File: src/hdl/ablp_pkg.sv
// Package for the binomial lattice pricer: payload types, status codes, FSM states.
// No dependencies.
`timescale 1ns / 1ps
package ablp_pkg;

    typedef struct packed {
        logic        option_put;
        logic [31:0] spot;
        logic [31:0] strike;
        logic [10:0] steps;
        logic [31:0] up_factor;
        logic [31:0] down_factor;
        logic [31:0] up_prob;
        logic [31:0] discount;
    } ablp_in_t;

    typedef struct packed {
        logic [31:0] price;
        logic [1:0]  status;
    } ablp_out_t;

    localparam logic [1:0] STATUS_OK        = 2'd0;
    localparam logic [1:0] STATUS_ZERO_STEP = 2'd1;
    localparam logic [1:0] STATUS_BAD_PROB  = 2'd2;

    localparam logic [31:0] ONE_Q30 = 32'h4000_0000;

    typedef enum logic [3:0] {
        ST_IDLE,
        ST_DOWN,     // spot times d, n times
        ST_LEAF,     // leaf spot times u, twice per leaf
        ST_RD,       // issue node reads
        ST_WAIT,     // read data lands
        ST_MUL,      // multiply stage
        ST_MUL2,     // discount / payoff stage
        ST_WR,       // write node back
        ST_DONE
    } ablp_state_t;

    // Controller commands to the datapath
    typedef struct packed {
        logic load;
        logic down_mul;
        logic leaf_mul;      // x = x*u
        logic leaf_wr;       // write x and payoff at addr
        logic node_rd;       // read value[i], value[i+1], spot[i+1]
        logic node_mul;
        logic node_mul2;
        logic node_wr;
        logic root_rd;
    } ablp_cmd_t;

    // Product (v*f)>>30, saturated to 32 bits
    function automatic logic [31:0] mul_sat(input logic [63:0] prod);
        logic [33:0] hi;
        begin
            hi = prod[63:30];
            mul_sat = (hi[33:32] != 2'b00) ? 32'hFFFF_FFFF : hi[31:0];
        end
    endfunction

    function automatic logic [31:0] payoff(input logic put, input logic [31:0] s,
                                           input logic [31:0] k);
        begin
            if (put) payoff = (k > s) ? k - s : 32'd0;
            else     payoff = (s > k) ? s - k : 32'd0;
        end
    endfunction

endpackage

File: src/hdl/ablp_ctrl.sv
// Controller of the lattice pricer: sequences leaf fill and backward induction.
// Depends on ablp_pkg.
`timescale 1ns / 1ps
module ablp_ctrl #(
    parameter int MAX_STEPS = 1024,
    parameter int AW        = 10
) (
    input  logic                aclk,
    input  logic                aresetn,
    input  logic                s_valid,
    output logic                s_ready,
    input  ablp_pkg::ablp_in_t  s_data,
    output logic                m_valid,
    input  logic                m_ready,
    output ablp_pkg::ablp_out_t m_data,
    output ablp_pkg::ablp_cmd_t cmd,
    output ablp_pkg::ablp_in_t  req,
    output logic [AW:0]         addr,
    input  logic [31:0]         root_value
);
    import ablp_pkg::*;

    localparam logic [AW:0] MAX_N = (AW + 1)'(MAX_STEPS);

    ablp_state_t state_reg, state_next;
    ablp_in_t    req_reg;
    logic [AW:0] n_reg, n_next;
    logic [AW:0] cnt_reg, cnt_next;     // down count, leaf index or node index
    logic [AW:0] step_reg, step_next;   // interior step t-1
    logic        half_reg, half_next;   // second u multiply of a leaf
    logic        busy_reg, busy_next;   // result pending
    ablp_out_t   out_reg, out_next;
    logic        mv_reg, mv_next;
    logic        accept;
    logic [AW:0] n_in;

    assign s_ready = (state_reg == ST_IDLE) && !mv_reg;
    assign accept  = s_valid && s_ready;
    assign m_valid = mv_reg;
    assign m_data  = out_reg;
    // Pass the incoming transaction through while it is accepted so the spot loads with it
    assign req     = accept ? s_data : req_reg;

    always_comb begin
        if (32'(s_data.steps) > MAX_STEPS) n_in = MAX_N;
        else n_in = (AW + 1)'(s_data.steps);
    end

    // Next state and counters
    always_comb begin
        state_next = state_reg;
        n_next     = n_reg;
        cnt_next   = cnt_reg;
        step_next  = step_reg;
        half_next  = half_reg;
        busy_next  = busy_reg;
        out_next   = out_reg;
        mv_next    = mv_reg && !m_ready;
        case (state_reg)
            ST_IDLE: begin
                if (accept) begin
                    n_next   = n_in;
                    cnt_next = '0;
                    if (s_data.steps == 11'd0) begin
                        out_next = '{price: 32'd0, status: STATUS_ZERO_STEP};
                        mv_next  = 1'b1;
                    end else if (s_data.up_prob > ONE_Q30) begin
                        out_next = '{price: 32'd0, status: STATUS_BAD_PROB};
                        mv_next  = 1'b1;
                    end else begin
                        state_next = ST_DOWN;
                    end
                end
            end
            ST_DOWN: begin
                cnt_next = cnt_reg + 1'b1;
                if (cnt_reg + 1'b1 == n_reg) begin
                    state_next = ST_LEAF;
                    cnt_next   = n_reg;
                    half_next  = 1'b0;
                end
            end
            ST_LEAF: begin
                // at half 0: write leaf cnt, then two multiplies
                if (!half_reg) begin
                    if (cnt_reg == '0) begin
                        state_next = ST_RD;
                        step_next  = n_reg - 1'b1;
                        cnt_next   = '0;
                    end else begin
                        half_next = 1'b1;
                    end
                end else begin
                    half_next = 1'b0;
                    cnt_next  = cnt_reg - 1'b1;
                end
            end
            ST_RD:   state_next = ST_WAIT;
            ST_WAIT: state_next = ST_MUL;
            ST_MUL:  state_next = ST_MUL2;
            ST_MUL2: state_next = ST_WR;
            ST_WR: begin
                if (cnt_reg == step_reg) begin
                    cnt_next = '0;
                    if (step_reg == '0) state_next = ST_DONE;
                    else begin
                        step_next  = step_reg - 1'b1;
                        state_next = ST_RD;
                    end
                end else begin
                    cnt_next   = cnt_reg + 1'b1;
                    state_next = ST_RD;
                end
            end
            ST_DONE: begin
                if (busy_reg) begin
                    out_next   = '{price: root_value, status: STATUS_OK};
                    mv_next    = 1'b1;
                    busy_next  = 1'b0;
                    state_next = ST_IDLE;
                end else begin
                    busy_next = 1'b1;
                end
            end
            default: state_next = ST_IDLE;
        endcase
    end

    // Datapath commands
    always_comb begin
        cmd  = '0;
        addr = cnt_reg;
        case (state_reg)
            ST_IDLE: cmd.load = 1'b1;
            ST_DOWN: cmd.down_mul = 1'b1;
            ST_LEAF: begin
                cmd.leaf_wr  = !half_reg;
                cmd.leaf_mul = cnt_reg != '0 || half_reg;
            end
            ST_RD:   cmd.node_rd = 1'b1;
            ST_MUL:  cmd.node_mul = 1'b1;
            ST_MUL2: cmd.node_mul2 = 1'b1;
            ST_WR:   cmd.node_wr = 1'b1;
            ST_DONE: begin
                cmd.root_rd = 1'b1;
                addr        = '0;
            end
            default: cmd = '0;
        endcase
    end

    // Control registers
    always_ff @(posedge aclk) begin
        if (!aresetn) begin
            state_reg <= ST_IDLE;
            mv_reg    <= 1'b0;
            busy_reg  <= 1'b0;
        end else begin
            state_reg <= state_next;
            mv_reg    <= mv_next;
            busy_reg  <= busy_next;
        end
    end

    // Payload registers
    always_ff @(posedge aclk) begin
        if (accept) req_reg <= s_data;
        n_reg    <= n_next;
        cnt_reg  <= cnt_next;
        step_reg <= step_next;
        half_reg <= half_next;
        out_reg  <= out_next;
    end

endmodule

File: config.mk
export PLATFORM = sky130hd
export DESIGN_NAME = ablp_ctrl
export DESIGN_NICKNAME = d
export VERILOG_FILES = /design/src/hdl/ablp_pkg.sv /design/src/hdl/ablp_ctrl.sv
export SDC_FILE = /design/constraint.sdc
export NUM_CORES = 1
export LEC_CHECK = 0
export ABC_AREA = 1
export ABC_CLOCK_PERIOD_IN_PS = 4500
export BUFFER_PORTS_ARGS = -buffer_cell sky130_fd_sc_hd__buf_2
export CAP_MARGIN = 20
export CORE_AREA = 3 3 193 195
export CTS_CLUSTER_DIAMETER = 150
export DETAILED_ROUTE_END_ITERATION = 8
export DIE_AREA = 0 0 196 198
export GPL_ROUTABILITY_DRIVEN = 0
export REMOVE_ABC_BUFFERS = 1
export SLEW_MARGIN = 20
export SYNTH_ARGS = -nofsm -noshare
export SYNTH_HDL_FRONTEND = slang
export SYNTH_SLANG_ARGS = --single-unit
File: constraint.sdc
create_clock -name aclk -period 4.5 [get_ports aclk]
set_input_delay 0.675 -clock aclk [delete_from_list [all_inputs] [get_ports aclk]]
set_output_delay 0.675 -clock aclk [all_outputs]
set_load 0.05 [all_outputs]
; ---- After elaboration in Yosys (flattened, before gate mapping)
; Index checks and enable logic that the tools add are counted.
[classes]
reduce_logical = 22
order_cmp = 2
n_mux = 46
n_addsub = 4
n_eq_ne = 21
[op_table]
columns = operator, n
row1 = two-way mux 204 bit, 1
row2 = two-way mux 34 bit, 4
row3 = two-way mux 11 bit, 10
row4 = case mux 34 bit (2 select lines), 1
row5 = case mux 11 bit (4 select lines), 1
row6 = two-way mux 4 bit, 9
row7 = case mux 4 bit (9 select lines), 1
row8 = logical NOT 11 bit, 3
row9 = subtractor 11 x 1 -> 11 bit (second input constant), 3
row10 = > comparator 32 x 31 -> 1 bit (second input constant), 1
row11 = equality test 11 bit, 2
row12 = case mux 11 bit (2 select lines), 1
row13 = != test 2 bit (second input constant), 9
row14 = equality test 4 x 3 -> 1 bit (second input constant), 4
row15 = two-way mux 1 bit, 15
row16 = adder 11 x 1 -> 11 bit (second input constant), 1
row17 = > comparator 11 bit (second input constant), 1
row18 = nonzero test 11 bit, 1
row19 = equality test 4 x 2 -> 1 bit (second input constant), 2
row20 = AND reduction 7 bit, 1
row21 = nonzero test 2 bit, 3
row22 = AND reduction 5 bit, 1
row23 = equality test 4 x 1 -> 1 bit (second input constant), 1
row24 = equality test 4 bit (second input constant), 1
row25 = 12 further kinds, 18
[totals]
out_inout_bits = 260
reg_bits = 278
word_cells = 112
input_bits = 240

; ---- Logic depth before layout (Yosys ltp)
; Gate-level depths: netlist of run 1.
[logic_depth]
depth_word = 6
ltp_mapped = 14
mapped_depth_nobuf = 14

; ---- Worst setup path before layout of run 1
; Ideal clock, no wire load.
[synth_timing]
kind = flip-flop to flip-flop
start = reg state_reg[0]
end = reg out_reg (netlist bit m_data[0]), enable pin
synth_period_minus_slack_ns = 4.366
arrival_time_ns = 3.899
path_stages_with_launch = 9
setup_time_ns = 0.468
setup_slack_ns = 0.134
required_time_ns = 4.032
path_buffers = 1
path_cell_list = dfxtp_1 buf_4 nor2_4 nand2_1 nor2_2 nand2_2 inv_2 o21ai_2 nor3_1
[synth_via]
elab_chain_cells = 5
elab_cells_between_ends = 9
[synth_lines]
columns = item, line_no
row1 = start: declaration, ablp_ctrl.sv:25  ; ablp_state_t state_reg, state_next;
row2 = start signal: assignment, ablp_ctrl.sv:159  ; state_reg <= state_next;
row3 = logical NOT 4 bit, ablp_ctrl.sv:37  ; assign s_ready = (state_reg == ST_IDLE) && !mv_reg;
row4 = logical AND 1 bit, ablp_ctrl.sv:37
row5 = named net s_ready, ablp_ctrl.sv:11  ; output logic s_ready,
row6 = logical AND 1 bit, ablp_ctrl.sv:38  ; assign accept = s_valid && s_ready;
row7 = != test 2 bit (no source line), -
row8 = AND reduction 4 bit (no source line), -
row9 = end signal: assignment, ablp_ctrl.sv:172  ; out_reg <= out_next;
row10 = end: declaration, ablp_ctrl.sv:32  ; ablp_out_t out_reg, out_next;
; The timed path passes the listed nets, and every way through them passes these cells.
; A chain may end at the register's enable or synchronous reset.

==> results of run 1 <==
==> report_power, final <==
part	leakage (nW)	total, mW	switching (mW)	internal (mW)
logic	5.14	7.93	6.34	1.59
registers	2.42	4.30	0.460	3.84
clock network	0.450	2.29	0.995	1.30
total	8.01	14.5	7.80	6.73
==> worst max-delay path, stage by stage (launching register included) <==
cell and delay, ps:
sky130_fd_sc_hd__dfxtp_1 400, sky130_fd_sc_hd__nor2_4 170, sky130_fd_sc_hd__nand2_1 120, sky130_fd_sc_hd__nor2_2 230, sky130_fd_sc_hd__nand2_8 320, sky130_fd_sc_hd__inv_6 470
sky130_fd_sc_hd__buf_12 350, sky130_fd_sc_hd__nand2_1 110, sky130_fd_sc_hd__nand2_1 110, sky130_fd_sc_hd__buf_2 280
==> cells by family (layout without fill, tap and decap cells) <==
logic type      after synthesis  in the layout
flops                       278            278
other cells                   0              7
fa+ha+maj                     4              4
buf+inv                     173            673
xor+xnor                     30             30
simple gates                866            866
compound gates               58             58
==> per-layer routing <==
layer	up-vias	wire length [um]	share of wire	track usage
li1	5328	-	-	-
met1	4725	14980	0.40	0.2181
met2	413	17740	0.47	0.3079
met3	56	3608	0.097	0.05751
met4	0	1020	0.027	0.06443
met5	-	0	0	0
==> cells in the mapped netlist, drive strengths merged <==
library cell and number:
a211oi 2, a21oi 8, a31oi 2, buf 31, clkbuf 33, dfxtp 210, edfxtp 68, ha 4
inv 109, nand2 677, nand3 51, nand4 11, nor2 108, nor3 12, nor3b 2, nor4 4
o211ai 3, o21a 1, o21ai 35, o21bai 2, o221ai 2, o311ai 2, o31ai 1, or2 1
xnor2 7, xnor3 1, xor2 22
==> stage by stage <==
| step | total power, mW | hold slack, ps | area (sq um) | instances | util |
|---|---|---|---|---|---|
| after floorplan | 10.31 | 451.9 | 10790 | 1345 | - |
| after global placement | 12.23 | 426.7 | 13980 | 2313 | 0.3930 |
| after detailed placement | 12.31 | 431.7 | 13980 | 2313 | 0.3930 |
| after CTS | 14.66 | 282.6 | 14880 | 2370 | 0.4185 |
| after global routing | 15.35 | 301.5 | 14900 | 2376 | 0.4189 |
| final | 14.52 | 316.4 | 14900 | 2377 | 0.4190 |
==> how the worst max path moves through the flow <==
stage | from | end | slack, ps | cells after the start
final | state_reg[0] | req[178] | 590 | 9
after global routing | state_reg[0] | req[99] | 290 | 9
after CTS | state_reg[0] | req[56] | 540 | 9
after detailed placement | state_reg[0] | req[23] | 1130 | 9
after global placement | state_reg[0] | req[56] | 1190 | 9
after floorplan | state_reg[0] | m_data[0] | -3520 | 7
==> final cells by class <==
cell class                      count  share of cell area
Inverter                          109             0.02779
Clock inverter                     10            0.003862
Clock buffer                       47             0.05701
Sequential cell                   278              0.4191
Tap cell                          461             0.03871
Multi-Input combinational cell    958              0.2790
Antenna cell                        7            0.001175
Timing Repair Buffer              507              0.1733
==> insert_results.sql, run 1 <==
INSERT INTO impl_metrics (metric_group, metric, value, unit) VALUES
('synthesis', 'synth-compound-area-share', '0.03249', ''),
('power_and_ir_drop', 'vdd_ir_drop_max', '675.8', 'uV'),
('worst_setup_path', 'worst_r2r_startpoint', 'state_reg[0]', ''),
('synthesis', 'synthDistinctLibCells', '40', ''),
('sta', 'rsz0062_at_grt', 'false', ''),
('clocking', 'cts-resized-gates', '0', ''),
('route', 'post_drt_via_cell_ratio', '4.427', ''),
('clocking', 'worst_skew_late_latency', '560', 'ps'),
('clocking', 'tritoncts_buffers', '31', ''),
('clocking', 'htreeDepth', '1', ''),
('finish', 'layout.cells.most_common', 'sky130_fd_sc_hd__nand2_1', ''),
('synthesis', 'combinational_family_with_the_most_area_after_synthesis', 'simple AND/OR/NAND/NOR gates', ''),
('route', 'detailedRoute.firstIterationViolations', '531', ''),
('sta', 'setup_viol', '0', ''),
('synthesis', 'synth_simple_gate_area_share', '0.3112', ''),
('route', 'detail_route.first_pass.iterations', '5', ''),
('sta', 'clock.fmax', '0.2559', 'GHz'),
('sta', 'layout_worst_path_cycle_share', '0.8685', ''),
('placed_design', 'post-dp-hpwl', '28.55', 'mm'),
('synthesis', 'yosys_top_cell_area_share', '0.3790', ''),
('floorplan', 'die_w', '196', 'um'),
('floorplan', 'top_level_ports', '500', ''),
('synthesis', 'post-synth-top-area-cell', 'sky130_fd_sc_hd__dfxtp_1', ''),
('floorplan', 'fp-row-count', '69', ''),
('worst_setup_path', 'reg2reg_setup_slack', '1680', 'ps'),
('placed_design', 'buffer_ports.inserted', '499', ''),
('finish', 'n_fill_cell', '3705', ''),
('clocking', 'cts_clk_pin_slew_worst_paths', '60', 'ps'),
('worst_setup_path', 'setup.worst_path.start_class', 'flip-flop', ''),
('sta', 'headroom_to_the_max_slew_limit', '0.3866', ''),
('run_status', 'run_status', 'complete, no violations', ''),
('clocking', 'root_buffer', 'sky130_fd_sc_hd__clkbuf_16', ''),
('hold_path', 'worst_hold_path_type', 'in2reg', ''),
('synthesis', 'synth.mux.area_fraction', '0', ''),
('sta', 'slew_violations', '0', ''),
('worst_setup_path', 'criticalPathCategory', 'reg2out', ''),
('sta', 'setup_ws', '591.5', 'ps'),
('synthesis', 'adder_and_majority_cell_fraction_of_the_synthesized_area', '0.004512', ''),
('floorplan', 'die_y', '198', 'um'),
('grt', 'grt_antenna_before_repair', '8', ''),
('floorplan', 'die_area', '0.03881', 'sq mm'),
('worst_setup_path', 'reg2regPathDepth', '5', ''),
('finish', 'multi_input_comb_area', '0.004158', 'sq mm'),
('finish', 'layout_common_cells', '674 x sky130_fd_sc_hd__nand2_1, 499 x sky130_fd_sc_hd__buf_2, 210 x sky130_fd_sc_hd__dfxtp_1', ''),
('sta', 'period_minus_slack', '3908', 'ps'),
('synthesis', 'postSynthRegisterBits', '278', ''),
('synthesis', 'synthTopCellsByArea', 'sky130_fd_sc_hd__dfxtp_1 38%, sky130_fd_sc_hd__nand2_1 23%, sky130_fd_sc_hd__edfxtp_1 18%', ''),
('finish', 'area_growth', '34.35', '%'),
('finish', 'seq_area', '0.006246', 'sq mm'),
('grt', 'first_pass_grt_wire_length', '56.46', 'mm'),
('sta', 'final_layout_setup_total_negative_slack', '0', 'ps'),
('clocking', 'clock_tree_from_tritoncts', 'built', ''),
('worst_setup_path', 'cp_data_arrival_time', '3230', 'ps'),
('run', 'maxCapViolations', '0', ''),
('grt', 'grt_remaining_overflow', '0', ''),
('route', 'drc', '0', ''),
('synthesis', 'synthCells', '1409', ''),
('worst_setup_path', 'end_kind', 'output port', ''),
('power_and_ir_drop', 'pwr_density_cell', '974.6', 'mW/mm^2'),
('hold_path', 'holdPathStages', '3', ''),
('sta', 'tightestPinTransition', '920.2', 'ps'),
('synthesis', 'post_synth.cell_area_avg', '7.872', 'sq um'),
('floorplan', 'initial_utilization', '0.3118', ''),
('floorplan', 'placeableCoreArea', '0.03557', 'sq mm'),
('clocking', 'clock-sinks', '278', ''),
('clocking', 'post-cts-setup-buffer-count', '0', ''),
('grt', 'groute.usage.overall', '0.1816', ''),
('synthesis', 'post_synthesis_cell_area', '0.01109', 'sq mm'),
('route', 'routedWlPerCell', '15.71', 'um'),
('synthesis', 'synth_warnings', '0', ''),
('worst_setup_path', 'critical_path.max_fanout', '80', '');
Power figures use the tool's default switching activity.
==> run 2, diff against run 1 <==
--- a/config.mk
+++ b/config.mk
@@ -9,11 +9,15 @@
 export ABC_CLOCK_PERIOD_IN_PS = 4500
 export BUFFER_PORTS_ARGS = -buffer_cell sky130_fd_sc_hd__buf_2
 export CAP_MARGIN = 20
+export CELL_PAD_IN_SITES_DETAIL_PLACEMENT = 0
+export CELL_PAD_IN_SITES_GLOBAL_PLACEMENT = 1
 export CORE_AREA = 3 3 193 195
 export CTS_CLUSTER_DIAMETER = 150
+export CTS_CLUSTER_SIZE = 24
 export DETAILED_ROUTE_END_ITERATION = 8
 export DIE_AREA = 0 0 196 198
 export GPL_ROUTABILITY_DRIVEN = 0
+export PLACE_DENSITY_LB_ADDON = 0.1
 export REMOVE_ABC_BUFFERS = 1
 export SLEW_MARGIN = 20
 export SYNTH_ARGS = -nofsm -noshare
==> insert_results.sql, run 2 (synthesis gave the netlist of run 1 again) <==
INSERT INTO impl_metrics (metric_group, metric, value, unit) VALUES
('run_status', 'run_status', 'complete, no violations', ''),
('floorplan', 'initial_utilization', '0.3118', ''),
('finish', 'layout_common_cells', '674 x sky130_fd_sc_hd__nand2_1, 499 x sky130_fd_sc_hd__buf_2, 210 x sky130_fd_sc_hd__dfxtp_1', ''),
('floorplan', 'placeableCoreArea', '0.03557', 'sq mm'),
('worst_setup_path', 'critical_path.slowest_cell', 'sky130_fd_sc_hd__inv_6', ''),
('floorplan', 'die_w', '196', 'um'),
('placed_design', 'buffer_ports.inserted', '499', ''),
('sta', 'tightestPinTransition', '934.3', 'ps'),
('sta', 'headroom_to_the_max_slew_limit', '0.3771', ''),
('run', 'maxCapViolations', '0', ''),
('hold_path', 'worst_hold_path_type', 'in2reg', ''),
('clocking', 'cts_hold_buffers', '0', ''),
('finish', 'largest_register_ffs', '204', ''),
('sta', 'setup_viol', '0', ''),
('floorplan', 'die_y', '198', 'um'),
('route', 'detail_route.first_pass.iterations', '5', ''),
('sta', 'layout_worst_path_cycle_share', '0.8723', ''),
('sta', 'final_layout_setup_total_negative_slack', '0', 'ps'),
('worst_setup_path', 'path_cells', 'nor2_4 > nand2_1 > nor2_2 > nand2_8 > inv_6 > buf_4 > nand2_1 > nand2_1 > buf_2', ''),
('placed_design', 'pre_cts_ws', '1103', 'ps'),
('clocking', 'clk_path_buf_depth', '3', ''),
('grt', 'first_global_vias', '10279', ''),
('grt', 'grt_antenna_before_repair', '15', ''),
('route', 'routed_wirelength', '41.84', 'mm'),
('power_and_ir_drop', 'total_power', '13.86', 'mW'),
('placed_design', 'placed_cells', '2313', ''),
('hold_path', 'holdPathStages', '3', ''),
('sta', 'clock.fmax', '0.2548', 'GHz'),
('clocking', 'clock_tree_from_tritoncts', 'built', ''),
('power_and_ir_drop', 'vdd_ir_drop_max', '541.9', 'uV'),
('floorplan', 'top_level_ports', '500', ''),
('clocking', 'htreeDepth', '1', ''),
('clocking', 'post-cts-setup-buffer-count', '0', ''),
('clocking', 'worst_skew_late_latency', '520', 'ps'),
('route', 'routedWlPerCell', '17.88', 'um'),
('sta', 'final-hold-violation-count', '0', ''),
('worst_setup_path', 'critical_path.max_fanout', '73', ''),
('power_and_ir_drop', 'static-leakage-power', '7.773', 'nW'),
('worst_setup_path', 'reg2reg_setup_slack', '1680', 'ps'),
('worst_setup_path', 'setup.worst_path.start_class', 'flip-flop', ''),
('sta', 'rsz0062_at_grt', 'false', ''),
('worst_setup_path', 'end_kind', 'output port', ''),
('grt', 'groute.usage.overall', '0.2049', ''),
('route', 'ant_nets', '0', ''),
('finish', 'final_layout_size_suffix_gt1_frac', '0.2962', ''),
('sta', 'finClkSkew', '22.39', 'ps'),
('hold_path', 'whs_endpoint', 'req_reg[68]', ''),
('finish', 'fin_util', '0.4052', ''),
('finish', 'post_layout_nonfiller_instances', '2340', ''),
('clocking', 'cts-resized-gates', '0', ''),
('finish', 'area_growth', '29.95', '%'),
('clocking', 'clock-sinks', '278', ''),
('clocking', 'cts_clk_pin_slew_worst_paths', '100', 'ps'),
('hold_path', 'hold_start', 's_data[68]', ''),
('clocking', 'root_buffer', 'sky130_fd_sc_hd__clkbuf_16', ''),
('sta', 'period_minus_slack', '3925', 'ps'),
('route', 'post_drt_via_cell_ratio', '4.390', ''),
('floorplan', 'fp-row-count', '69', ''),
('route', 'drc', '0', ''),
('worst_setup_path', 'reg2regPathDepth', '8', ''),
('power_and_ir_drop', 'pwr_density_cell', '961.5', 'mW/mm^2'),
('clocking', 'tritoncts_buffers', '15', ''),
('worst_setup_path', 'worst_r2r_startpoint', 'state_reg[0]', ''),
('route', 'detailroute.via_count', '10273', ''),
('worst_setup_path', 'worstReg2RegEnd', 'm_data[27]', ''),
('grt', 'grt_max_degree', '152', ''),
('worst_setup_path', 'worst_path_largest_cell_delay', '470', 'ps'),
('route', 'detailedRoute.firstIterationViolations', '505', ''),
('worst_setup_path', 'cp_data_arrival_time', '3250', 'ps'),
('grt', 'first_pass_grt_wire_length', '61.36', 'mm'),
('finish', 'layout.cells.most_common', 'sky130_fd_sc_hd__nand2_1', ''),
('worst_setup_path', 'criticalPathCategory', 'reg2out', ''),
('worst_setup_path', 'worstPathRequired', '3830', 'ps'),
('sta', 'setup_ws', '574.8', 'ps'),
('finish', 'nets', '2113', ''),
('grt', 'grt_remaining_overflow', '0', ''),
('floorplan', 'die_area', '0.03881', 'sq mm'),
('placed_design', 'post-dp-hpwl', '32.52', 'mm'),
('sta', 'slew_violations', '0', ''),
('worst_setup_path', 'path_common_cell', 'sky130_fd_sc_hd__nand2_1', '');
run 2: cell count changes in the layout (fill, tap and decap cells not counted), moves of 2 or more:
cell,change
sky130_fd_sc_hd__diode_2,-2
sky130_fd_sc_hd__clkbuf_16,-16
sky130_fd_sc_hd__clkinv_2,-8
sky130_fd_sc_hd__clkbuf_1,-10
run 2: area by class of cell:
class	count	area (sq um)
clock buffers	19	390.4
clock inverters	3	21.27
repair buffers	507	2595
well taps	461	576.8
fillers	3813	21160
diodes	5	12.51
inverters	109	414.1
multi-input cells	958	4158
flip-flops and latches	278	6246
run 2: through the flow:
stage / hold WS, ps / area, sq um
2_1_floorplan: 451.9 / 10790
3_3_place_gp: 427.7 / 13990
3_5_place_dp: 430.5 / 13990
4_1_cts: 330.0 / 14400
5_1_grt: 346.0 / 14410
6_report: 359.6 / 14410
run 2: power by group:
part	internal [mW]	switching, mW
Clock	0.627	0.859
Sequential	3.83	0.456
Combinational	1.60	6.50
run 2: worst max-delay path by stage:
| stage | start | end | depth (start not counted) |
|---|---|---|---|
| finish | state_reg[0] | req[80] | 9 |
| global route | state_reg[0] | req[79] | 9 |
| CTS | state_reg[0] | req[80] | 9 |
| detailed placement | state_reg[0] | req[80] | 9 |
| global placement | state_reg[0] | req[100] | 9 |
| floorplan | state_reg[0] | m_data[0] | 7 |
run 2: per-layer routing:
metal | routed length, um | track usage | vias up
li1 | - | - | 5269
met1 | 16140 | 0.2294 | 4607
met2 | 20470 | 0.3606 | 313
met3 | 4340 | 0.09256 | 64
met4 | 754 | 0.04410 | 20
met5 | 133 | 0 | -
run 2: worst max-delay path, delay by kind of cell, from the launching register on:
| family | cells | cell delay [ps] |
|---|---|---|
| DFF | 1 | 420 |
| buffers and inverters | 3 | 1160 |
| and+or+nand+nor | 6 | 1060 |
==> run 3, diff against run 2 <==
--- a/config.mk
+++ b/config.mk
@@ -18,7 +18,6 @@
 export DIE_AREA = 0 0 196 198
 export GPL_ROUTABILITY_DRIVEN = 0
 export PLACE_DENSITY_LB_ADDON = 0.1
-export REMOVE_ABC_BUFFERS = 1
 export SLEW_MARGIN = 20
 export SYNTH_ARGS = -nofsm -noshare
 export SYNTH_HDL_FRONTEND = slang
==> insert_results.sql, run 3 (synthesis gave the netlist of run 1 again) <==
INSERT INTO impl_metrics (metric_group, metric, value, unit) VALUES
('route', 'post_drt_via_cell_ratio', '4.353', ''),
('route', 'met3WireLength', '3.172', 'mm'),
('sta', 'headroom_to_the_max_slew_limit', '0.3066', ''),
('route', 'wirelength_met1', '16.41', 'mm'),
('power_and_ir_drop', 'vdd_ir_drop_max', '572.5', 'uV'),
('floorplan', 'die_w', '196', 'um'),
('finish', 'seq_area', '0.006246', 'sq mm'),
('power_and_ir_drop', 'internal-power', '6.037', 'mW'),
('worst_setup_path', 'path_common_cell', 'sky130_fd_sc_hd__nand2_1', ''),
('run_status', 'run_status', 'complete, no violations', ''),
('power_and_ir_drop', 'static-leakage-power', '7.761', 'nW'),
('finish', 'largest_register_ffs', '204', ''),
('finish', 'n_fill_cell', '3899', ''),
('sta', 'finClkSkew', '31.23', 'ps'),
('sta', 'setup_viol', '0', ''),
('sta', 'setup_ws', '629.5', 'ps'),
('finish', 'layout.cells.most_common', 'sky130_fd_sc_hd__nand2_1', ''),
('worst_setup_path', 'end_kind', 'output port', ''),
('clocking', 'clock-sinks', '278', ''),
('hold_path', 'worst_hold_path_type', 'in2reg', ''),
('grt', 'first_global_vias', '10152', ''),
('route', 'detailroute.via_count', '10186', ''),
('floorplan', 'die_area', '0.03881', 'sq mm'),
('worst_setup_path', 'crit_family', 'buffers and inverters', ''),
('worst_setup_path', 'cp_data_arrival_time', '3200', 'ps'),
('sta', 'tightestPinTransition', '1040', 'ps'),
('route', 'ant_nets', '0', ''),
('finish', 'area_growth', '29.72', '%'),
('placed_design', 'buffer_ports.inserted', '499', ''),
('grt', 'grt_max_degree', '105', ''),
('placed_design', 'detailed_place.area', '0.01397', 'sq mm'),
('finish', 'post_layout_nonfiller_instances', '2340', ''),
('grt', 'groute.usage.overall', '0.1989', ''),
('clocking', 'cts_hold_buffers', '0', ''),
('worst_setup_path', 'worstPathRequired', '3830', 'ps'),
('worst_setup_path', 'setup.worst_path.start_class', 'flip-flop', ''),
('finish', 'final_std_cell_area_no_fill', '0.01439', 'sq mm'),
('worst_setup_path', 'criticalPathCategory', 'reg2out', ''),
('placed_design', 'post-dp-hpwl', '31.44', 'mm'),
('clocking', 'clk_path_buf_depth', '3', ''),
('power_and_ir_drop', 'pwr_density_cell', '956.4', 'mW/mm^2'),
('clocking', 'post-cts-setup-buffer-count', '0', ''),
('worst_setup_path', 'worstPathBufferInverterCount', '3', ''),
('run', 'maxCapViolations', '0', ''),
('worst_setup_path', 'critical_path.max_fanout', '76', ''),
('sta', 'slew_violations', '0', ''),
('synthesis', 'postSynthNetCount', '1653', ''),
('finish', 'final_layout_size_suffix_gt1_frac', '0.2958', ''),
('route', 'wl_met2', '20.22', 'mm'),
('route', 'detailedRoute.firstIterationViolations', '493', ''),
('sta', 'period_minus_slack', '3870', 'ps'),
('power_and_ir_drop', 'clkPwrFrac', '0.107', ''),
('worst_setup_path', 'critical_path.slowest_cell', 'sky130_fd_sc_hd__inv_6', ''),
('clocking', 'worst_skew_late_latency', '510', 'ps'),
('floorplan', 'fp-row-count', '69', ''),
('grt', 'grt_antenna_before_repair', '16', ''),
('finish', 'nets', '2114', ''),
('clocking', 'cts-resized-gates', '0', ''),
('placed_design', 'placed_cells', '2314', ''),
('route', 'routed.top_layer', 'met5', ''),
('grt', 'grt_remaining_overflow', '0', ''),
('power_and_ir_drop', 'share_seq_of_total_power', '0.311', ''),
('worst_setup_path', 'path_cells', 'nor2_4 > nand2_1 > nor2_2 > nand2_8 > inv_6 > buf_12 > nand2_1 > nand2_1 > buf_2', ''),
('sta', 'rsz0062_at_grt', 'false', ''),
('clocking', 'root_buffer', 'sky130_fd_sc_hd__clkbuf_16', ''),
('worst_setup_path', 'worst_path_largest_cell_delay', '500', 'ps'),
('sta', 'layout_worst_path_cycle_share', '0.8601', ''),
('route', 'routedWlPerCell', '17.36', 'um'),
('clocking', 'tritoncts_buffers', '15', ''),
('sta', 'clock.fmax', '0.2584', 'GHz'),
('power_and_ir_drop', 'netSwitchingFraction', '0.5613', ''),
('finish', 'multi_input_comb_area', '0.004158', 'sq mm'),
('floorplan', 'top_level_ports', '500', ''),
('grt', 'first_pass_grt_wire_length', '60.40', 'mm'),
('clocking', 'htreeDepth', '1', ''),
('power_and_ir_drop', 'p_comb_frac', '0.583', ''),
('sta', 'final_layout_setup_total_negative_slack', '0', 'ps'),
('floorplan', 'die_y', '198', 'um'),
('worst_setup_path', 'reg2reg_setup_slack', '1660', 'ps'),
('clocking', 'clock_tree_from_tritoncts', 'built', ''),
('sta', 'final-hold-violation-count', '0', ''),
('route', 'detail_route.first_pass.iterations', '5', ''),
('floorplan', 'initial_utilization', '0.3118', ''),
('route', 'drc', '0', ''),
('clocking', 'cts_clk_pin_slew_worst_paths', '120', 'ps'),
('finish', 'layout_common_cells', '674 x sky130_fd_sc_hd__nand2_1, 499 x sky130_fd_sc_hd__buf_2, 210 x sky130_fd_sc_hd__dfxtp_1', ''),
('route', 'routed_wirelength', '40.61', 'mm'),
('power_and_ir_drop', 'p_switching', '7.724', 'mW'),
('placed_design', 'pre_cts_ws', '1093', 'ps'),
('floorplan', 'placeableCoreArea', '0.03557', 'sq mm');
-- run 3: final cells by class --
cell class,instances,share of cell area
Multi-Input combinational cell,958,0.2890
Sequential cell,278,0.4341
Antenna cell,6,0.001043
Inverter,109,0.02878
Timing Repair Buffer,508,0.1791
Clock buffer,19,0.02713
Tap cell,461,0.04009
Clock inverter,1,0.0007826
-- run 3: metal layers --
layer,vias up,GRT usage
met5,-,0
met4,12,0.04515
met3,57,0.06483
met2,292,0.3540
met1,4561,0.2342
li1,5264,-
-- run 3: power by group through the flow --
stage               sequential [mW]  clock, mW  combinational (mW)
finish                         4.28       1.47                8.02
global route                   4.41       1.61                8.57
CTS                            4.28       1.53                8.10
detailed placement             4.34          0                8.07
global placement               4.32          0                8.08
floorplan                      4.74          0                5.62
-- run 3: stage by stage --
step	power [mW]	util	hold WS [ps]
6_report	13.76	0.4045	378.7
2_1_floorplan	10.36	-	450.5
3_5_place_dp	12.41	0.3928	430.9
5_1_grt	14.58	0.4045	367.1
3_3_place_gp	12.40	0.3928	427.7
4_1_cts	13.92	0.4041	354.9
-- run 3: worst register-to-register path, stage by stage, from the launching register on --
cell and delay, ps:
sky130_fd_sc_hd__dfxtp_1 420, sky130_fd_sc_hd__nor2_4 160, sky130_fd_sc_hd__nand2_1 110, sky130_fd_sc_hd__nor2_2 250, sky130_fd_sc_hd__nand2_8 270, sky130_fd_sc_hd__inv_6 510
sky130_fd_sc_hd__o21ai_2 160, sky130_fd_sc_hd__nor3_2 170, sky130_fd_sc_hd__buf_4 410
-- run 3: worst paths after layout --
kind | startpoint | endpoint | depth (start not counted)
max | state_reg[0] | req[94] | 9
min | s_data[185] | req_reg[185] | 3
max reg2reg | state_reg[0] | m_data[17] | 8
min reg2reg | req_reg[44] | req_reg[44] | 2
